[src/sv/fpe_pkg.sv]
// Package for the format print engine: constants, character codes and types.
// No dependencies; used by the interfaces and by format_print_engine_unit.
package fpe_pkg;

  // Field widths of the input and output words
  localparam int unsigned KindW = 2;
  localparam int unsigned CharW = 8;
  localparam int unsigned IntW  = 32;

  // Parameter defaults
  localparam int unsigned WidthLimitDef = 63;
  localparam int unsigned IntBitsDef    = 32;

  // Most decimal digits of a 32-bit magnitude
  localparam int unsigned MaxDigits = 10;
  localparam int unsigned DigIdxW   = $clog2(MaxDigits + 1);

  // Reciprocal of ten: q = (x * Recip10) >> Recip10Shift for any 32-bit x
  localparam logic [31:0] Recip10      = 32'hCCCC_CCCD;
  localparam int unsigned Recip10Shift = 35;

  // Character codes
  localparam logic [CharW-1:0] ChNul   = 8'h00;
  localparam logic [CharW-1:0] ChPct   = 8'h25;
  localparam logic [CharW-1:0] ChZero  = 8'h30;
  localparam logic [CharW-1:0] ChNine  = 8'h39;
  localparam logic [CharW-1:0] ChSpace = 8'h20;
  localparam logic [CharW-1:0] ChMinus = 8'h2D;
  localparam logic [CharW-1:0] ChLowS  = 8'h73;
  localparam logic [CharW-1:0] ChLowD  = 8'h64;

  // Input word kinds
  typedef enum logic [KindW-1:0] {
    KIND_FMT     = 2'd0,
    KIND_INT     = 2'd1,
    KIND_STR_CHR = 2'd2,
    KIND_STR_END = 2'd3
  } kind_e;

endpackage

[src/sv/fpe_in_if.sv]
// Input channel of the format print engine: valid/ready plus the input word.
// Depends on fpe_pkg for field widths.
interface fpe_in_if;
  logic                         valid;
  logic                         ready;
  logic [fpe_pkg::KindW-1:0]    item_kind;
  logic [fpe_pkg::CharW-1:0]    char_in;
  logic signed [fpe_pkg::IntW-1:0] int_value;

  modport source (output valid, item_kind, char_in, int_value, input ready);
  modport sink   (input valid, item_kind, char_in, int_value, output ready);
endinterface

[src/sv/fpe_out_if.sv]
// Output channel of the format print engine: valid/ready plus one character word.
// Depends on fpe_pkg for field widths.
interface fpe_out_if;
  logic                      valid;
  logic                      ready;
  logic [fpe_pkg::CharW-1:0] out_char;
  logic                      last_of_run;

  modport source (output valid, out_char, last_of_run, input ready);
  modport sink   (input valid, out_char, last_of_run, output ready);
endinterface

[src/sv/format_print_engine_unit.sv]
// Streaming printf-style formatter: plain text, %%, %s and %[0][width]d.
// Depends on fpe_pkg, fpe_in_if and fpe_out_if.
//
// A pass-through character is in the output register the cycle after acceptance.
// A %d argument with d digits spends a reciprocal multiply step and a remainder step per digit
// on the shared divider, then a step to size the padding, then loads 1 character per cycle
// while the sink takes words, N = max(width, d+sign) characters in all (width limit 63 by default).
// Input: next word once the sequencer is idle and the output slot is free; reset
// clears parse mode, flag, width, sequencer state and the output valid.
module format_print_engine_unit #(
  parameter int unsigned WIDTH_LIMIT = fpe_pkg::WidthLimitDef,
  parameter int unsigned INT_BITS    = fpe_pkg::IntBitsDef
) (
  input  logic       clk_i,
  input  logic       rst_ni,
  fpe_in_if.sink     item_i,
  fpe_out_if.source  char_o
);

  localparam int unsigned NB   = (INT_BITS < 32) ? INT_BITS : 32;
  localparam int unsigned FwW  = $clog2(WIDTH_LIMIT + 1);
  localparam int unsigned DiW  = fpe_pkg::DigIdxW;
  localparam int unsigned CW   = fpe_pkg::CharW;

  typedef enum logic [2:0] {
    M_PLAIN, M_PCT, M_WIDTH, M_STR, M_INT
  } mode_e;

  typedef enum logic [2:0] {
    S_IDLE, S_DIV, S_REM, S_PREP, S_SP, S_SIGN, S_ZERO, S_DIG
  } state_e;

  state_e            state_q, state_d;
  mode_e             mode_q, mode_d;
  logic              zp_q, zp_d;
  logic [FwW-1:0]    fw_q, fw_d;
  logic [NB-1:0]     mag_q, mag_d;
  logic [NB-1:0]     quo_q, quo_d;
  logic              neg_q, neg_d;
  logic [DiW-1:0]    len_q, len_d;
  logic [FwW-1:0]    pad_q, pad_d;
  logic              ov_q, ov_d;
  logic [CW-1:0]     oc_q, oc_d;
  logic              ol_q, ol_d;
  logic [3:0]        dig_q [fpe_pkg::MaxDigits];

  logic              can_load, in_fire;
  logic              emit_v, emit_l;
  logic [CW-1:0]     emit_c;
  logic [63:0]       prod;
  logic [NB-1:0]     rem_w;
  logic [3:0]        dig_w;
  logic              dig_we;
  logic [NB-1:0]     raw_w;
  logic [FwW+3:0]    wnext;
  logic [FwW:0]      used_w;
  logic [DiW-1:0]    rd_idx;
  logic              is_digit;

  assign can_load     = !ov_q || char_o.ready;
  assign item_i.ready = (state_q == S_IDLE) && can_load;
  assign in_fire      = item_i.valid && item_i.ready;

  assign char_o.valid       = ov_q;
  assign char_o.out_char    = oc_q;
  assign char_o.last_of_run = ol_q;

  // Shared divide-by-ten unit: reciprocal multiply, then remainder by shift-and-subtract
  assign prod  = 64'(mag_q) * 64'(fpe_pkg::Recip10);
  assign rem_w = mag_q - (quo_q << 3) - (quo_q << 1);
  assign dig_w = rem_w[3:0];

  assign raw_w    = item_i.int_value[NB-1:0];
  assign is_digit = (item_i.char_in >= fpe_pkg::ChZero) && (item_i.char_in <= fpe_pkg::ChNine);
  assign wnext    = ({4'b0, fw_q} * (FwW+4)'(10))
                  + (FwW+4)'(item_i.char_in - fpe_pkg::ChZero);
  assign used_w   = (FwW+1)'(len_q) + (FwW+1)'(neg_q);
  assign rd_idx   = len_q - DiW'(1);

  // Next-state logic of the sequencer and the parser
  always_comb begin
    state_d = state_q;
    mode_d  = mode_q;
    zp_d    = zp_q;
    fw_d    = fw_q;
    mag_d   = mag_q;
    quo_d   = quo_q;
    neg_d   = neg_q;
    len_d   = len_q;
    pad_d   = pad_q;
    emit_v  = 1'b0;
    emit_c  = item_i.char_in;
    emit_l  = 1'b1;
    dig_we  = 1'b0;
    case (state_q)
      S_IDLE: begin
        if (in_fire) begin
          case (mode_q)
            M_PLAIN: begin
              if (item_i.item_kind == fpe_pkg::KIND_FMT) begin
                if (item_i.char_in == fpe_pkg::ChNul) begin
                  zp_d = 1'b0;
                  fw_d = '0;
                end else if (item_i.char_in == fpe_pkg::ChPct) begin
                  mode_d = M_PCT;
                end else begin
                  emit_v = 1'b1;
                end
              end
            end
            M_PCT, M_WIDTH: begin
              if (item_i.item_kind == fpe_pkg::KIND_FMT) begin
                if (item_i.char_in == fpe_pkg::ChNul) begin
                  mode_d = M_PLAIN;
                  zp_d   = 1'b0;
                  fw_d   = '0;
                end else if (mode_q == M_PCT && item_i.char_in == fpe_pkg::ChZero) begin
                  zp_d   = 1'b1;
                  mode_d = M_WIDTH;
                end else if (is_digit) begin
                  fw_d   = (wnext > (FwW+4)'(WIDTH_LIMIT)) ? FwW'(WIDTH_LIMIT)
                                                            : wnext[FwW-1:0];
                  mode_d = M_WIDTH;
                end else if (item_i.char_in == fpe_pkg::ChLowS) begin
                  mode_d = M_STR;
                end else if (item_i.char_in == fpe_pkg::ChLowD) begin
                  mode_d = M_INT;
                end else begin
                  // percent sign prints itself; unknown specifiers drop
                  emit_v = (item_i.char_in == fpe_pkg::ChPct);
                  mode_d = M_PLAIN;
                  zp_d   = 1'b0;
                  fw_d   = '0;
                end
              end
            end
            M_STR: begin
              if (item_i.item_kind == fpe_pkg::KIND_STR_END ||
                  (item_i.item_kind == fpe_pkg::KIND_STR_CHR &&
                   item_i.char_in == fpe_pkg::ChNul)) begin
                mode_d = M_PLAIN;
                zp_d   = 1'b0;
                fw_d   = '0;
              end else if (item_i.item_kind == fpe_pkg::KIND_STR_CHR) begin
                emit_v = 1'b1;
              end
            end
            M_INT: begin
              if (item_i.item_kind == fpe_pkg::KIND_INT) begin
                neg_d   = raw_w[NB-1];
                mag_d   = raw_w[NB-1] ? (NB'(0) - raw_w) : raw_w;
                len_d   = '0;
                state_d = S_DIV;
              end
            end
            default: begin
              mode_d = M_PLAIN;
              zp_d   = 1'b0;
              fw_d   = '0;
            end
          endcase
        end
      end
      S_DIV: begin
        quo_d   = NB'(prod >> fpe_pkg::Recip10Shift);
        state_d = S_REM;
      end
      S_REM: begin
        dig_we  = 1'b1;
        len_d   = len_q + DiW'(1);
        mag_d   = quo_q;
        state_d = (quo_q == '0) ? S_PREP : S_DIV;
      end
      S_PREP: begin
        pad_d = (FwW+1)'(fw_q) > used_w ? FwW'((FwW+1)'(fw_q) - used_w) : '0;
        if (!zp_q && pad_d != '0) begin
          state_d = S_SP;
        end else if (neg_q) begin
          state_d = S_SIGN;
        end else if (zp_q && pad_d != '0) begin
          state_d = S_ZERO;
        end else begin
          state_d = S_DIG;
        end
      end
      S_SP: begin
        emit_v = 1'b1;
        emit_c = fpe_pkg::ChSpace;
        emit_l = 1'b0;
        if (can_load) begin
          pad_d = pad_q - FwW'(1);
          if (pad_q == FwW'(1)) begin
            state_d = neg_q ? S_SIGN : S_DIG;
          end
        end
      end
      S_SIGN: begin
        emit_v = 1'b1;
        emit_c = fpe_pkg::ChMinus;
        emit_l = 1'b0;
        if (can_load) begin
          state_d = (zp_q && pad_q != '0) ? S_ZERO : S_DIG;
        end
      end
      S_ZERO: begin
        emit_v = 1'b1;
        emit_c = fpe_pkg::ChZero;
        emit_l = 1'b0;
        if (can_load) begin
          pad_d = pad_q - FwW'(1);
          if (pad_q == FwW'(1)) begin
            state_d = S_DIG;
          end
        end
      end
      S_DIG: begin
        emit_v = 1'b1;
        emit_c = fpe_pkg::ChZero + CW'(dig_q[rd_idx]);
        emit_l = (len_q == DiW'(1));
        if (can_load) begin
          len_d = len_q - DiW'(1);
          if (len_q == DiW'(1)) begin
            state_d = S_IDLE;
            mode_d  = M_PLAIN;
            zp_d    = 1'b0;
            fw_d    = '0;
          end
        end
      end
      default: begin
        state_d = S_IDLE;
      end
    endcase
  end

  // Output register: load a word when the slot is free, drop valid when taken
  always_comb begin
    ov_d = ov_q;
    oc_d = oc_q;
    ol_d = ol_q;
    if (char_o.ready) begin
      ov_d = 1'b0;
    end
    if (emit_v && can_load) begin
      ov_d = 1'b1;
      oc_d = emit_c;
      ol_d = emit_l;
    end
  end

  // Hold state, parser registers and the output valid and last flag
  always_ff @(posedge clk_i or negedge rst_ni) begin
    if (!rst_ni) begin
      state_q <= S_IDLE;
      mode_q  <= M_PLAIN;
      zp_q    <= 1'b0;
      fw_q    <= '0;
      len_q   <= '0;
      pad_q   <= '0;
      neg_q   <= 1'b0;
      ov_q    <= 1'b0;
      ol_q    <= 1'b0;
    end else begin
      state_q <= state_d;
      mode_q  <= mode_d;
      zp_q    <= zp_d;
      fw_q    <= fw_d;
      len_q   <= len_d;
      pad_q   <= pad_d;
      neg_q   <= neg_d;
      ov_q    <= ov_d;
      ol_q    <= ol_d;
    end
  end

  // Payload registers: magnitude, quotient, character and digit store
  always_ff @(posedge clk_i) begin
    mag_q <= mag_d;
    quo_q <= quo_d;
    oc_q  <= oc_d;
    if (dig_we) begin
      dig_q[len_q] <= dig_w;
    end
  end

  // Digit count stays within the store
  a_len_bound: assert property (@(posedge clk_i) disable iff (!rst_ni)
    len_q <= DiW'(fpe_pkg::MaxDigits))
    else $error("digit count overflow");

  // Field width never passes the limit
  a_fw_bound: assert property (@(posedge clk_i) disable iff (!rst_ni)
    fw_q <= FwW'(WIDTH_LIMIT))
    else $error("field width above limit");

  // A digit word carries a decimal character
  a_digit_char: assert property (@(posedge clk_i) disable iff (!rst_ni)
    (state_q == S_DIG && can_load) |=> (oc_q >= fpe_pkg::ChZero && oc_q <= fpe_pkg::ChNine))
    else $error("digit word out of range");

  // The final digit closes the run and returns the parser to plain text
  a_last_digit: assert property (@(posedge clk_i) disable iff (!rst_ni)
    (state_q == S_DIG && can_load && len_q == DiW'(1)) |=>
      (ol_q && ov_q && state_q == S_IDLE && mode_q == M_PLAIN))
    else $error("conversion did not close");

  // Output word is never overwritten while it waits
  a_no_overwrite: assert property (@(posedge clk_i) disable iff (!rst_ni)
    (ov_q && !char_o.ready) |=> ($stable(oc_q) && $stable(ol_q)))
    else $error("waiting word overwritten");

endmodule
[src/flat_wrapper.sv]
// flat-port wrapper written by rule: the top's interface ports become plain ports
module format_print_engine_unit_flat 
#(
  parameter int unsigned WIDTH_LIMIT = fpe_pkg::WidthLimitDef,
  parameter int unsigned INT_BITS    = fpe_pkg::IntBitsDef
)
  (clk_i, rst_ni, item_i_valid, item_i_item_kind, item_i_char_in, item_i_int_value, item_i_ready, char_o_valid, char_o_out_char, char_o_last_of_run, char_o_ready);
  fpe_in_if item_i_i ();
  fpe_out_if char_o_i ();
  input  logic clk_i;
  input  logic rst_ni;
  input wire logic [$bits(item_i_i.valid)-1:0] item_i_valid;
  input wire logic [$bits(item_i_i.item_kind)-1:0] item_i_item_kind;
  input wire logic [$bits(item_i_i.char_in)-1:0] item_i_char_in;
  input wire logic [$bits(item_i_i.int_value)-1:0] item_i_int_value;
  output wire logic [$bits(item_i_i.ready)-1:0] item_i_ready;
  output wire logic [$bits(char_o_i.valid)-1:0] char_o_valid;
  output wire logic [$bits(char_o_i.out_char)-1:0] char_o_out_char;
  output wire logic [$bits(char_o_i.last_of_run)-1:0] char_o_last_of_run;
  input wire logic [$bits(char_o_i.ready)-1:0] char_o_ready;
  assign item_i_i.valid = item_i_valid;
  assign item_i_i.item_kind = item_i_item_kind;
  assign item_i_i.char_in = item_i_char_in;
  assign item_i_i.int_value = item_i_int_value;
  assign item_i_ready = item_i_i.ready;
  assign char_o_valid = char_o_i.valid;
  assign char_o_out_char = char_o_i.out_char;
  assign char_o_last_of_run = char_o_i.last_of_run;
  assign char_o_i.ready = char_o_ready;
  format_print_engine_unit #(.WIDTH_LIMIT(WIDTH_LIMIT), .INT_BITS(INT_BITS)) u_core (.clk_i(clk_i), .rst_ni(rst_ni), .item_i(item_i_i), .char_o(char_o_i));
endmodule
[config.mk]
export PLATFORM = sky130hd
export DESIGN_NAME = format_print_engine_unit_flat
export DESIGN_NICKNAME = d
export VERILOG_FILES = /design/src/sv/fpe_pkg.sv /design/src/sv/fpe_in_if.sv /design/src/sv/fpe_out_if.sv /design/src/sv/format_print_engine_unit.sv /design/src/flat_wrapper.sv
export SDC_FILE = /design/constraint.sdc
export NUM_CORES = 1
export LEC_CHECK = 0
export BUFFER_PORTS_ARGS = -buffer_cell sky130_fd_sc_hd__buf_2
export CAP_MARGIN = 20
export CORE_ASPECT_RATIO = 1.75
export CORE_MARGIN = 8
export CORE_UTILIZATION = 45
export DETAILED_ROUTE_END_ITERATION = 10
export GPL_TIMING_DRIVEN = 1
export PLACE_DENSITY = 0.72
export SETUP_SLACK_MARGIN = 0.3
export SYNTH_ARGS = -nofsm -noshare
export SYNTH_HDL_FRONTEND = slang
export SYNTH_SLANG_ARGS = --single-unit
[constraint.sdc]
create_clock -name clk_i -period 12.9 [get_ports clk_i]
set_input_delay 1.29 -clock clk_i [delete_from_list [all_inputs] [get_ports clk_i]]
set_output_delay 1.29 -clock clk_i [all_outputs]
set_load 0.02 [all_outputs]
; ---- Word-level counts from Yosys, hierarchy flattened
; Memory sizes are Yosys's and may differ from the RTL's.
; Index checks and enable logic that the tools add are counted.
[word_totals]
register_bits = 95
latchBits = 0
ram_bits = 40
rom_bits = 0
in_bits = 46
out_inout_bits = 11
elab_cells = 204
mem_count = 1
[memory_table]
columns = memory, words, width, rd, rd_ports_with_merged_regs, write_ports, line
row1 = u_core.dig_q, 10, 4, 1, 0, 1, format_print_engine_unit.sv:45  ; logic [3:0] dig_q [fpe_pkg::MaxDigits];
[op_classes]
addsub = 11
n_mul = 2
div = 0
magnitude_cmp = 4
n_eq_ne = 44
shifts = 0
n_mux = 93
bitwise = 0
reduce_logical = 37
[op_table]
columns = op, n
row1 = 32-bit 2-to-1 mux, 4
row2 = 6-bit 2-to-1 mux, 15
row3 = 3-bit 2-to-1 mux, 23
row4 = 32-bit by 32-bit multiplier with 64-bit output (second input constant), 1
row5 = 32-bit case mux with 2 select lines, 1
row6 = 32-bit zero test, 1
row7 = 8-bit case mux with 4 select lines, 1
row8 = 1-bit by 32-bit subtractor with 32-bit output (first input constant), 1
row9 = 1-bit 2-to-1 mux, 31
row10 = 3-bit case mux with 8 select lines, 1
row11 = 6-bit case mux with 2 select lines, 2
row12 = 6-bit case mux with 4 select lines, 1
row13 = 12-bit AND reduction, 2
row14 = 10-bit AND reduction, 2
row15 = 2-bit by 1-bit inequality test with 1-bit output (second input constant), 9
row16 = 3-bit inequality test (second input constant), 6
row17 = 8-bit by 6-bit equality test with 1-bit output (second input constant), 2
row18 = 8-bit by 7-bit equality test with 1-bit output (second input constant), 2
row19 = 4-bit 2-to-1 mux, 4
row20 = 3-bit equality test (second input constant), 5
row21 = 5-bit inequality test (second input constant), 3
row22 = 3-bit by 2-bit equality test with 1-bit output (second input constant), 4
row23 = 3-bit case mux with 4 select lines, 1
row24 = 4-bit case mux with 3 select lines, 1
row25 = 42 further kinds, 68

; ---- Longest topological paths before layout
; Gate-level depths: netlist (run 1).
[logic_depth]
word_depth = 12
mapped_depth = 25
depth_no_buf = 25

; ---- Worst setup path before layout (run 1)
; Ideal clock, no wire load.
[synth_timing]
path_kind = register -> register
from = register u_core.mag_q[13]
to = register u_core.quo_q[21] (data pin)
setup_ns = 0.260
arrival_ns = 6.721
required_time_ns = 12.640
path_slack_ns = 5.919
stages_incl_launch_ff = 25
n_path_buf = 0
synth_period_minus_slack_ns = 6.981
path_cell_list = edfxtp_1 ha_1 inv_1 fa_1 inv_1 fa_1 inv_1 fa_1 inv_1 fa_1 fa_1 fa_1 inv_1 fa_1 inv_1 ha_1 nand2_1 nor4_1 o2111ai_1 a31oi_1 o22ai_1 o41ai_1 a31o_2 a31oi_1 xnor2_1
[synth_via]
elab_chain_cells = 1
[synth_rtl]
columns = item, line
row1 = start: declaration, format_print_engine_unit.sv:37  ; logic [NB-1:0] mag_q, mag_d;
row2 = start signal: assignment, format_print_engine_unit.sv:278  ; mag_q <= mag_d;
row3 = 32-bit by 32-bit multiplier with 64-bit output, format_print_engine_unit.sv:69  ; assign prod = 64'(mag_q) * 64'(fpe_pkg::Recip10);
row4 = via u_core.prod[56], format_print_engine_unit.sv:50  ; logic [63:0] prod;
row5 = end signal: assignment, format_print_engine_unit.sv:279  ; quo_q <= quo_d;
row6 = end: declaration, format_print_engine_unit.sv:38  ; logic [NB-1:0] quo_q, quo_d;
; The timed path passes the listed nets, and every way through them passes these cells.
; A chain may end at the register's enable or synchronous reset.

; ---- Final worst setup path (run 1)
[layout_timing]
from = register u_core.mag_q[12]
to = register u_core.quo_q[21] (data pin)
; Same word-level chain as after synthesis.

==> out/metrics.cfg, run 1 <==
[logic_synthesis]
synth_fa_ha_area_share_pct = 50.79
synth_area_mm2 = 0.02484
yosysWarnings = 0
syn_inst = 2519
synth_cell_types = 70
synth-simple-area-share_pct = 7.304
postSynthAreaPerCell_um2 = 9.860
synth-async-reset-ratio_pct = 19.26
yosysTopAreaCell = fa_1
dominantRegCellSynth = edfxtp_1
netlist_top_cells_count = 663 x inv_1, 389 x fa_1, 385 x ha_1, 124 x nand2_1, 113 x o21ai_0
synth_xor_area_share_pct = 4.549
synth_seq_area_share_pct = 15.80
synth_most_common_cell = inv_1
ys_ff_latch = 135
synth_top_cell_area_share_pct = 31.35
muxShareOfSynthArea_pct = 1.149
synth.area.top_cells = fa_1 31%, ha_1 19%, edfxtp_1 13%, inv_1 10%, xor2_1 2.7%
synth-compound-area-share_pct = 9.657
synth_top_family_by_area = adder cells
syn_nets = 3339
synth_enable_flop_cells = 109

[timing]
finalSetupTns_ns = 0
setup_viol = 0
worst_pin_slew_ns = 1.152
finalCritPeriodShare_pct = 65.10
slew_viol_final = 0
fin_crit_ns = 8.398
relSlewSlack_pct = 22.38
fmax_mhz = 119.1
whs_ns = 0.4896
hold_viol_final = 0
rsz0062_at_grt = false
clock_skew_ns = 0.01964

[setup_path]
crit_fanout = 5
worst_setup_path_start_kind = flip-flop
cp_num_buf_inv = 6
critical-path-max-stage-delay_ns = 0.74
cpMaxStageDelayCell = o41ai_1
cp_common_cell = fa_1
end_kind = flip-flop
crit_arrival_ns = 8.58
critPathRequiredTime_ns = 13.08
cp_top_family = adder cells
worstSetupPathType = flip-flop to flip-flop
crit_chain = ha_1, inv_1, fa_1, inv_1, fa_1, inv_1, fa_1, inv_1, fa_1, fa_1, fa_1, inv_1, fa_1, inv_1, ha_1, nand2_1, nor4_1, o2111ai_1, a31oi_1, o22ai_1, o41ai_1, a31o_2, a31oi_1, xnor2_1

[floorplan]
start_util_pct = 45.23
die_width_um = 193.6
rows = 114
ios = 57
core_mm2 = 0.05492
die_h_um = 326.8
dieArea_mm2 = 0.06326

[detailed_routing]
num_vias = 17950
route.met3.wl_mm = 2.978
vias_per_cell = 5.501
wl_met1_mm = 26.16
antenna_left = 0
post_drt_wl_per_cell_um = 24.04
drc_errors = 0
initialDrtViolationCount = 941
met2_length_mm = 41.24
first_pass_iters = 5
top_layer = met5
routed_wl_mm = 78.46

[placement]
post_dp_cell_area_mm2 = 0.02587
hpwl_mm = 68.27
gp_congestion = 1.168
port_buffers = 56

[clock_tree]
clockBufferDepth = 2
cts_root_buffer = clkbuf_16
postCtsHoldBufs = 0
post_cts_buffers = 0
cts_tree = yes
clk_pin_slew_ns = 0.07
cts.sinks = 135
cts_made_buffers = 17
cts-resized-gates = 0
htreeDepth = 4
clock_latency_ns = 0.46

[finish]
drive_gt1_share_pct = 4.947
fin_util_pct = 48.18
fin_area_mm2 = 0.02646
nets = 3374
synthToLayoutAreaGrowth_pct = 6.529

[grt]
antenna_found_initial = 2
grt_max_degree = 64
grt.overflow.total = 0
grt_pass1_vias = 20260
grt_pass1_wl_mm = 121.0
track_usage_pct = 25.55

[job]
max-cap-violations = 0

[outcome]
run_status = complete, no violations

[hold_path]
hold_path_class = flip-flop to flip-flop

==> cell usage in the layout (no fill, tap or decap), types with 56 or more instances in the layout <==
master,Yosys,layout
a21oi_1,103,103
buf_2,2,56
edfxtp_1,109,109
fa_1,389,389
ha_1,385,385
inv_1,663,663
nand2_1,124,124
nor2_1,65,64
o21ai_0,113,113
xor2_1,76,76
==> worst register-to-register path: cells and delay by family (launching register included) <==
| family | cells | cell delay [ns] |
|---|---|---|
| and+or+nand+nor | 2 | 0.57 |
| xor gates and xnor gates | 1 | 0.15 |
| adders and majority gates | 9 | 4.53 |
| DFF | 1 | 0.57 |
| AOI/OAI and AO/OA | 6 | 1.85 |
| buffers and inverters | 6 | 0.48 |
==> per-stage QoR <==
| stage | worst slack, ns | std cells |
|---|---|---|
| 2_1_floorplan | 5.919 | 2519 |
| 3_3_place_gp | 4.636 | 3229 |
| 3_5_place_dp | 4.605 | 3230 |
| 4_1_cts | 4.547 | 3262 |
| 5_1_grt | 4.139 | 3263 |
| 6_report | 4.502 | 3264 |
==> cells by family after synthesis <==
family | count (synthesis)
mux | 18
fa+ha+maj | 775
simple gates | 364
flops | 135
buf+inv | 711
xor+xnor | 129
compound gates | 387
==> final cells by class <==
type / count / area, um2
multi-input combinational: 1673 / 18260
clock inverter: 12 / 145.1
inverter: 664 / 2492
fill: 5078 / 28460
antenna: 1 / 2.502
timing repair buffer: 63 / 332.8
sequential: 135 / 3924
tap: 696 / 870.8
clock buffer: 20 / 436.7
==> layer usage <==
layer	vias up	GRT usage, %
met2	577	47.03
met5	-	0
met4	2	22.22
met3	266	3.452
met1	8928	24.87
li1	8181	-
==> path summary, 6_finish.rpt <==
kind | from | endpoint | slack (ns) | cells after the start
worst min register to register | u_core.char_o.last_of_run | u_core.char_o.last_of_run | 0.49 | 1
worst max register to register | u_core.mag_q[12] | u_core.quo_q[21] | 4.50 | 24
worst max-delay path | u_core.mag_q[12] | u_core.quo_q[21] | 4.50 | 24
worst min-delay path | u_core.char_o.last_of_run | u_core.char_o.last_of_run | 0.49 | 1
min in group asynchronous | rst_ni | u_core.mode_q[1] | 0.86 | 1
max in group asynchronous | rst_ni | u_core.pad_q[3] | 11.62 | 1
==> registers in the layout, indices dropped and copies added, names as in the netlist, 3 cells and up <==
signal,flops
u_core.mag_q,32
u_core.len_q,4
u_core.quo_q,29
u_core.dig_q,40
u_core.pad_q,6
u_core.state_q,3
u_core.char_o.out_char,8
u_core.fw_q,6
u_core.mode_q,3
Power of run 1 is not shown: default switching activity piles up to over one toggle a cycle in this logic, so the estimate is an artifact.
==> run 2, diff against run 1 <==
- ABC_AREA: not set -> 1
- PLACE_DENSITY: 0.72 -> 0.71
- clock period: 12.9 -> 8.7 ns (I/O delays scaled with it)
==> run 2 against run 1 <==
  * Flip-flop and latch count unchanged
  * Core utilization increased by 0.16 points
  * Maximum frequency increased by 14%
  * Sequential share of layout area decreased by 1.1 points
  * Final area increased by 7.6%
==> out/metrics.cfg, run 2 <==
[clock_tree]
postCtsHoldBufs = 0  ; unchanged
cts.sinks = 135  ; unchanged
clock_latency_ns = 0.46  ; about the same
cts-resized-gates = 0  ; unchanged
post_cts_buffers = 0  ; unchanged
cts_made_buffers = 17  ; unchanged
clockBufferDepth = 2  ; unchanged
clk_pin_slew_ns = 0.07  ; about the same
cts_tree = yes
cts_root_buffer = clkbuf_16
htreeDepth = 4  ; unchanged

[setup_path]
crit_fanout = 8  ; +3
crit_chain = ha_1, xor2_1, ha_1, fa_1, fa_1, fa_1, fa_1, fa_1, inv_1, fa_1, inv_1, ha_1, a21oi_1, o21ai_0, a21oi_1, nor2_1, nor2_1, nor2_1, nor2_1, nand2_1, nand2_1, nand2_1
critical-path-max-stage-delay_ns = 0.67  ; -0.07 ns
cpMaxStageDelayCell = edfxtp_1
worst_setup_path_start_kind = flip-flop
worstSetupPathType = flip-flop to flip-flop
end_kind = flip-flop
r2r_cells = 22  ; -8.3%
cp_common_cell = fa_1
reg2reg_slack_ns = 1.31  ; -3.19 ns
cp_top_family = adder cells
crit_arrival_ns = 7.59  ; -0.99 ns
cp_num_buf_inv = 2  ; -4
worstReg2RegStart = u_core.mag_q[1]
critPathRequiredTime_ns = 8.90  ; -4.18 ns
reg2reg_to = u_core.quo_q[26]

[grt]
grt_pass1_vias = 23060  ; +14%
grt_pass1_wl_mm = 139.5  ; +15%
antenna_found_initial = 1  ; -1
track_usage_pct = 28.82  ; +3.3 points
grt.overflow.total = 0  ; unchanged
grt_max_degree = 50  ; -22%

[logic_synthesis]
netlist_top_cells_count = 874 x inv_1, 450 x nand2_1, 389 x fa_1, 385 x ha_1, 226 x nor2_1
syn_nets = 3981  ; +19%
synth_top_cell_area_share_pct = 29.27  ; -2.1 points
yosysTopAreaCell = fa_1
ys_ff_latch = 135  ; unchanged
syn_inst = 3161  ; +25%
dominantRegCellSynth = edfxtp_1
synth-async-reset-ratio_pct = 19.26  ; unchanged
synth_area_mm2 = 0.02661  ; +7.1%
synth_most_common_cell = inv_1
synth_seq_area_share_pct = 14.75  ; -1.1 points
synth_enable_flop_cells = 109  ; unchanged
synth_cell_types = 55  ; -21%
yosysWarnings = 0  ; unchanged
postSynthAreaPerCell_um2 = 8.418  ; -15%
synth.area.top_cells = fa_1 29%, ha_1 18%, inv_1 12%, edfxtp_1 12%, nand2_1 6.3%

[timing]
finalSetupTns_ns = 0  ; unchanged
finalCritPeriodShare_pct = 84.92  ; +20 points
fmax_mhz = 135.3  ; +14%
slew_viol_final = 0  ; unchanged
relSlewSlack_pct = 17.60  ; -4.8 points
worst_pin_slew_ns = 1.223  ; +0.07095 ns
rsz0062_at_grt = false
hold_viol_final = 0  ; unchanged
setup_viol = 0  ; unchanged
fin_crit_ns = 7.388  ; -1.010 ns
clock_skew_ns = 0.02136  ; +0.001719 ns

[floorplan]
rows = 118  ; +3.5%
die_h_um = 337.7  ; +3.3%
die_width_um = 199.8  ; +3.2%
start_util_pct = 45.17  ; -0.059 points
core_mm2 = 0.05891  ; +7.3%
ios = 57  ; unchanged
dieArea_mm2 = 0.06748  ; +6.7%

[outcome]
run_status = complete, no violations

[detailed_routing]
post_drt_wl_per_cell_um = 23.29  ; -3.1%
top_layer = met4
met2_length_mm = 48.78  ; +18%
initialDrtViolationCount = 1384  ; +47%
vias_per_cell = 5.234  ; -4.9%
wl_met1_mm = 29.61  ; +13%
routed_wl_mm = 93.60  ; +19%
drc_errors = 0  ; unchanged
antenna_left = 0  ; unchanged
route.met3.wl_mm = 2.627  ; -12%
first_pass_iters = 5  ; unchanged
num_vias = 21030  ; +17%

[finish]
instances_no_fill = 4019  ; +23%
regMostFlops = u_core.dig_q
fin_area_mm2 = 0.02848  ; +7.6%
largest_reg_flops = 40  ; unchanged
reg.largest.list = u_core.dig_q (40), u_core.mag_q (32), u_core.quo_q (29)
synthToLayoutAreaGrowth_pct = 7.020
nets = 4045  ; +20%
drive_gt1_share_pct = 4.478  ; -0.47 points
layout_common_cells = 873 x inv_1, 450 x nand2_1, 389 x fa_1, 385 x ha_1, 226 x nor2_1
final_common_cell = inv_1

[placement]
gp_congestion = 1.049  ; -10%
hpwl_mm = 82.07  ; +20%
port_buffers = 56  ; unchanged
post_dp_cell_area_mm2 = 0.02787  ; +7.8%
dp_cells = 3986  ; +23%

[hold_path]
hold_path_class = input pin to async pin

[job]
max-cap-violations = 0  ; unchanged

## run 2: cell count changes in the layout (fill, tap and decap cells not counted), moves of 9 or more
cell | previous run | this run
nand2_1 | 124 | 450
inv_1 | 663 | 873
nor2_1 | 64 | 226
nand3_1 | 24 | 123
a21o_1 | 42 | 18
a21oi_1 | 103 | 127
xnor2_1 | 53 | 29
and2_1 | 19 | 1
nor2b_1 | 16 | 0
nor3_1 | 17 | 30
or3_1 | 11 | 0
nand2b_1 | 11 | 1
o21a_1 | 12 | 3
## run 2: final cells by class
type / instances / area [um2]
fillers: 5714 / 30430
multi-input cells: 2120 / 19280
flip-flops and latches: 135 / 3924
inverters: 881 / 3309
well taps: 780 / 975.9
clock buffers: 19 / 442.9
repair buffers: 70 / 385.4
clock inverters: 13 / 157.7
diodes: 1 / 2.502
## run 2: worst reg2reg max path: stages, from the launching register on
cell,delay (ns)
edfxtp_1,0.67
ha_1,0.64
xor2_1,0.45
ha_1,0.37
fa_1,0.47
fa_1,0.55
fa_1,0.46
fa_1,0.53
fa_1,0.56
inv_1,0.06
fa_1,0.53
inv_1,0.04
ha_1,0.32
a21oi_1,0.32
o21ai_0,0.24
a21oi_1,0.31
nor2_1,0.07
nor2_1,0.19
nor2_1,0.06
nor2_1,0.13
nand2_1,0.07
nand2_1,0.05
nand2_1,0.05
## run 2: per-stage QoR
step           setup WS, ns  util [%]  hold slack [ns]
4_1_cts               1.312     48.34           0.4398
5_1_grt              0.9672     48.34           0.4735
3_5_place_dp          1.372     47.32           0.4704
3_3_place_gp          1.352     47.32           0.4557
2_1_floorplan         2.491         -           0.4861
6_report              1.312     48.34           0.4408
## run 2: how the worst max path moves through the flow
| stage | start | depth (start not counted) | slack, ns | to |
|---|---|---|---|---|
| after floorplan | u_core.mag_q[17] | 25 | 2.49 | u_core.quo_q[26] |
| after CTS | u_core.mag_q[1] | 22 | 1.31 | u_core.quo_q[26] |
| after global placement | u_core.mag_q[1] | 22 | 1.35 | u_core.quo_q[26] |
| after detailed placement | u_core.mag_q[1] | 22 | 1.37 | u_core.quo_q[26] |
| final | u_core.mag_q[1] | 22 | 1.31 | u_core.quo_q[26] |
| after global routing | u_core.mag_q[1] | 20 | 0.97 | u_core.quo_q[28] |
## run 2: kinds of logic (layout without fill, tap and decap cells)
group	Yosys count	in the layout	share of synthesized area, %
simple gates	904	904	14.39
compound gates	344	344	7.396
other cells	0	1	0
buf+inv	906	983	12.84
flops	135	135	14.75
xor+xnor	98	98	3.254
fa+ha+maj	774	774	47.37
## run 2: routing by layer
layer  track usage [%]  up-vias
met4             30.85        0
li1                  -     9890
met5                 0        -
met2             52.60      634
met3             2.491      331
met1             26.53    10180
Power of run 2 is left out for the same reason.
==> run 3, diff against run 2 <==
- PLACE_DENSITY: 0.71 -> 0.74
- clock period: 8.7 -> 6.65 ns (I/O delays scaled with it)
==> run 3 against run 2 <==
  * Sequential share of layout area fell by 2.1 points
  * Worst hold slack worse by 0.22 ns
  * Die area unchanged
  * Clock skew up 0.0088 ns
  * Global-route usage grew 2.1 points
  * Final cell count up 9.0%
  * Register-to-register slack worse by 1.2 ns
  * Via count is 10% higher
  * Count of clock-buffer cells in the layout decreased by 1
  * Final area up 18%
  * Setup slack got worse by 1.2 ns
  * Non-clock buffer count increased by 361
  * Critical path type unchanged
  * Critical endpoint is now u_core.quo_q[25]
  * Largest cell class unchanged
  * Highest routed layer is now met5
==> out/metrics.cfg, run 3 (synthesis results as in run 2) <==
[finish]
drive_gt1_share_pct = 26.23  ; +22 points
layout_common_cells = 771 x inv_1, 409 x nand2_1, 360 x fa_1, 340 x buf_4, 304 x ha_1
fin_area_mm2 = 0.03374  ; +18%
reg.largest.list = u_core.dig_q (40), u_core.mag_q (32), u_core.quo_q (29)
multi_input_area_mm2 = 0.02164  ; +12%
final_common_cell = inv_1
fillers = 5049  ; -12%
regMostFlops = u_core.dig_q
largest_reg_flops = 40  ; unchanged
seq_area_mm2 = 0.003924  ; unchanged
nets = 4406  ; +8.9%
synthToLayoutAreaGrowth_pct = 26.81

[grt]
antenna_found_initial = 5  ; +4
grt.overflow.total = 0  ; unchanged
grt_max_degree = 50  ; unchanged
grt_pass1_wl_mm = 149.4  ; +7.1%
track_usage_pct = 30.88  ; +2.1 points
grt_pass1_vias = 24840  ; +7.7%

[hold_path]
hold_path_class = input pin to async pin

[setup_path]
cp_top_family = adder cells
critPathRequiredTime_ns = 6.84  ; -2.06 ns
reg2reg_to = u_core.quo_q[25]
crit_fanout = 5  ; -3
worstSetupPathType = flip-flop to flip-flop
cp_num_buf_inv = 7  ; +5
cpMaxStageDelayCell = fa_2
path_depth = 26  ; +18%
end_kind = flip-flop
critPathCapture = u_core.quo_q[25]
reg2reg_slack_ns = 0.13  ; -1.18 ns
worst_setup_path_start_kind = flip-flop
crit_arrival_ns = 6.72  ; -0.87 ns
critical-path-max-stage-delay_ns = 0.66  ; about the same
worstReg2RegStart = u_core.mag_q[7]
r2r_cells = 26  ; +18%
crit_start = u_core.mag_q[7]

[job]
max-cap-violations = 0  ; unchanged

[timing]
fin_crit_ns = 6.523  ; -0.8656 ns
worst_pin_slew_ns = 1.163  ; -0.05984 ns
slew_viol_final = 0  ; unchanged
rsz0062_at_grt = true
setup_viol = 0  ; unchanged
relSlewSlack_pct = 21.63  ; +4.0 points
hold_viol_final = 0  ; unchanged
fmax_mhz = 153.3  ; +13%
finalCritPeriodShare_pct = 98.09  ; +13 points
clock_skew_ns = 0.03015  ; +0.008791 ns

[detailed_routing]
antenna_left = 0  ; unchanged
routed_wl_mm = 103.5  ; +11%
num_vias = 23200  ; +10%
vias_per_cell = 5.297  ; +1.2%
initialDrtViolationCount = 1381  ; -0.22%
first_pass_iters = 5  ; unchanged
drc_errors = 0  ; unchanged
post_drt_wl_per_cell_um = 23.62  ; +1.4%

[floorplan]
die_h_um = 337.7  ; unchanged
dieArea_mm2 = 0.06748  ; unchanged
core_mm2 = 0.05891  ; unchanged
die_width_um = 199.8  ; unchanged
rows = 118  ; unchanged
ios = 57  ; unchanged
start_util_pct = 45.17  ; unchanged

[clock_tree]
cts.sinks = 135  ; unchanged
htreeDepth = 4  ; unchanged
clock_latency_ns = 0.47  ; about the same
clk_pin_slew_ns = 0.10  ; +0.03 ns
cts_tree = yes
clockBufferDepth = 2  ; unchanged
cts_root_buffer = clkbuf_16
postCtsHoldBufs = 0  ; unchanged
cts_made_buffers = 17  ; unchanged

[placement]
hpwl_mm = 85.10  ; +3.7%
post_dp_cell_area_mm2 = 0.02999  ; +7.6%
port_buffers = 56  ; unchanged
gp_congestion = 1.056  ; +0.58%

[outcome]
run_status = complete, no violations

run 3: per-layer routing:
layer | vias to the layer above | global-route usage (%) | part of all wire, %
met3 | 428 | 4.254 | 4.3
met1 | 11270 | 28.46 | 31
met5 | - | 0 | 0.035
met4 | 6 | 33.30 | 14
met2 | 868 | 55.02 | 51
li1 | 10630 | - | -
run 3: what timing repair did:
item                                    4_1_cts  5_1_grt
gates cloned                                  0        0
pin swaps                                   147      130
gates resized for setup                     315      317
buffers inserted                             48       33
endpoints found under the setup margin       29       29
run 3: how the worst min path moves through the flow:
stage	cells past startpoint	slack, ns	end	from
floorplan	0	0.37	u_core.char_o.last_of_run	rst_ni
global placement	2	0.46	u_core.char_o.last_of_run	u_core.char_o.last_of_run
detailed placement	2	0.46	u_core.char_o.last_of_run	u_core.char_o.last_of_run
CTS	1	0.23	u_core.fw_q[3]	rst_ni
global route	1	0.25	u_core.char_o.valid	rst_ni
finish	1	0.22	u_core.fw_q[3]	rst_ni
run 3: through the flow:
step           setup slack (ns)  std cells  hold WS (ns)  TNS [ns]  utilization, %
5_1_grt                -0.09357       4379        0.2546   -0.4459           57.27
3_5_place_dp            -0.1528       4265        0.4557    -1.325           50.92
2_1_floorplan            0.4407       3161        0.3694         0               -
3_3_place_gp            -0.1986       4264        0.4572    -1.289           50.90
6_report                 0.1273       4380        0.2237         0           57.28
4_1_cts                  0.2886       4345        0.2269         0           54.85
run 3: area by class of cell:
cell class                      instances  area share (%)
Multi-Input combinational cell       2120           64.14
Clock inverter                         14          0.5006
Sequential cell                       135           11.63
Clock buffer                           18           1.335
Timing Repair Buffer                  431           9.626
Inverter                              881           9.875
Tap cell                              780           2.892
Antenna cell                            1        0.007416
Power of run 3 is left out for the same reason.
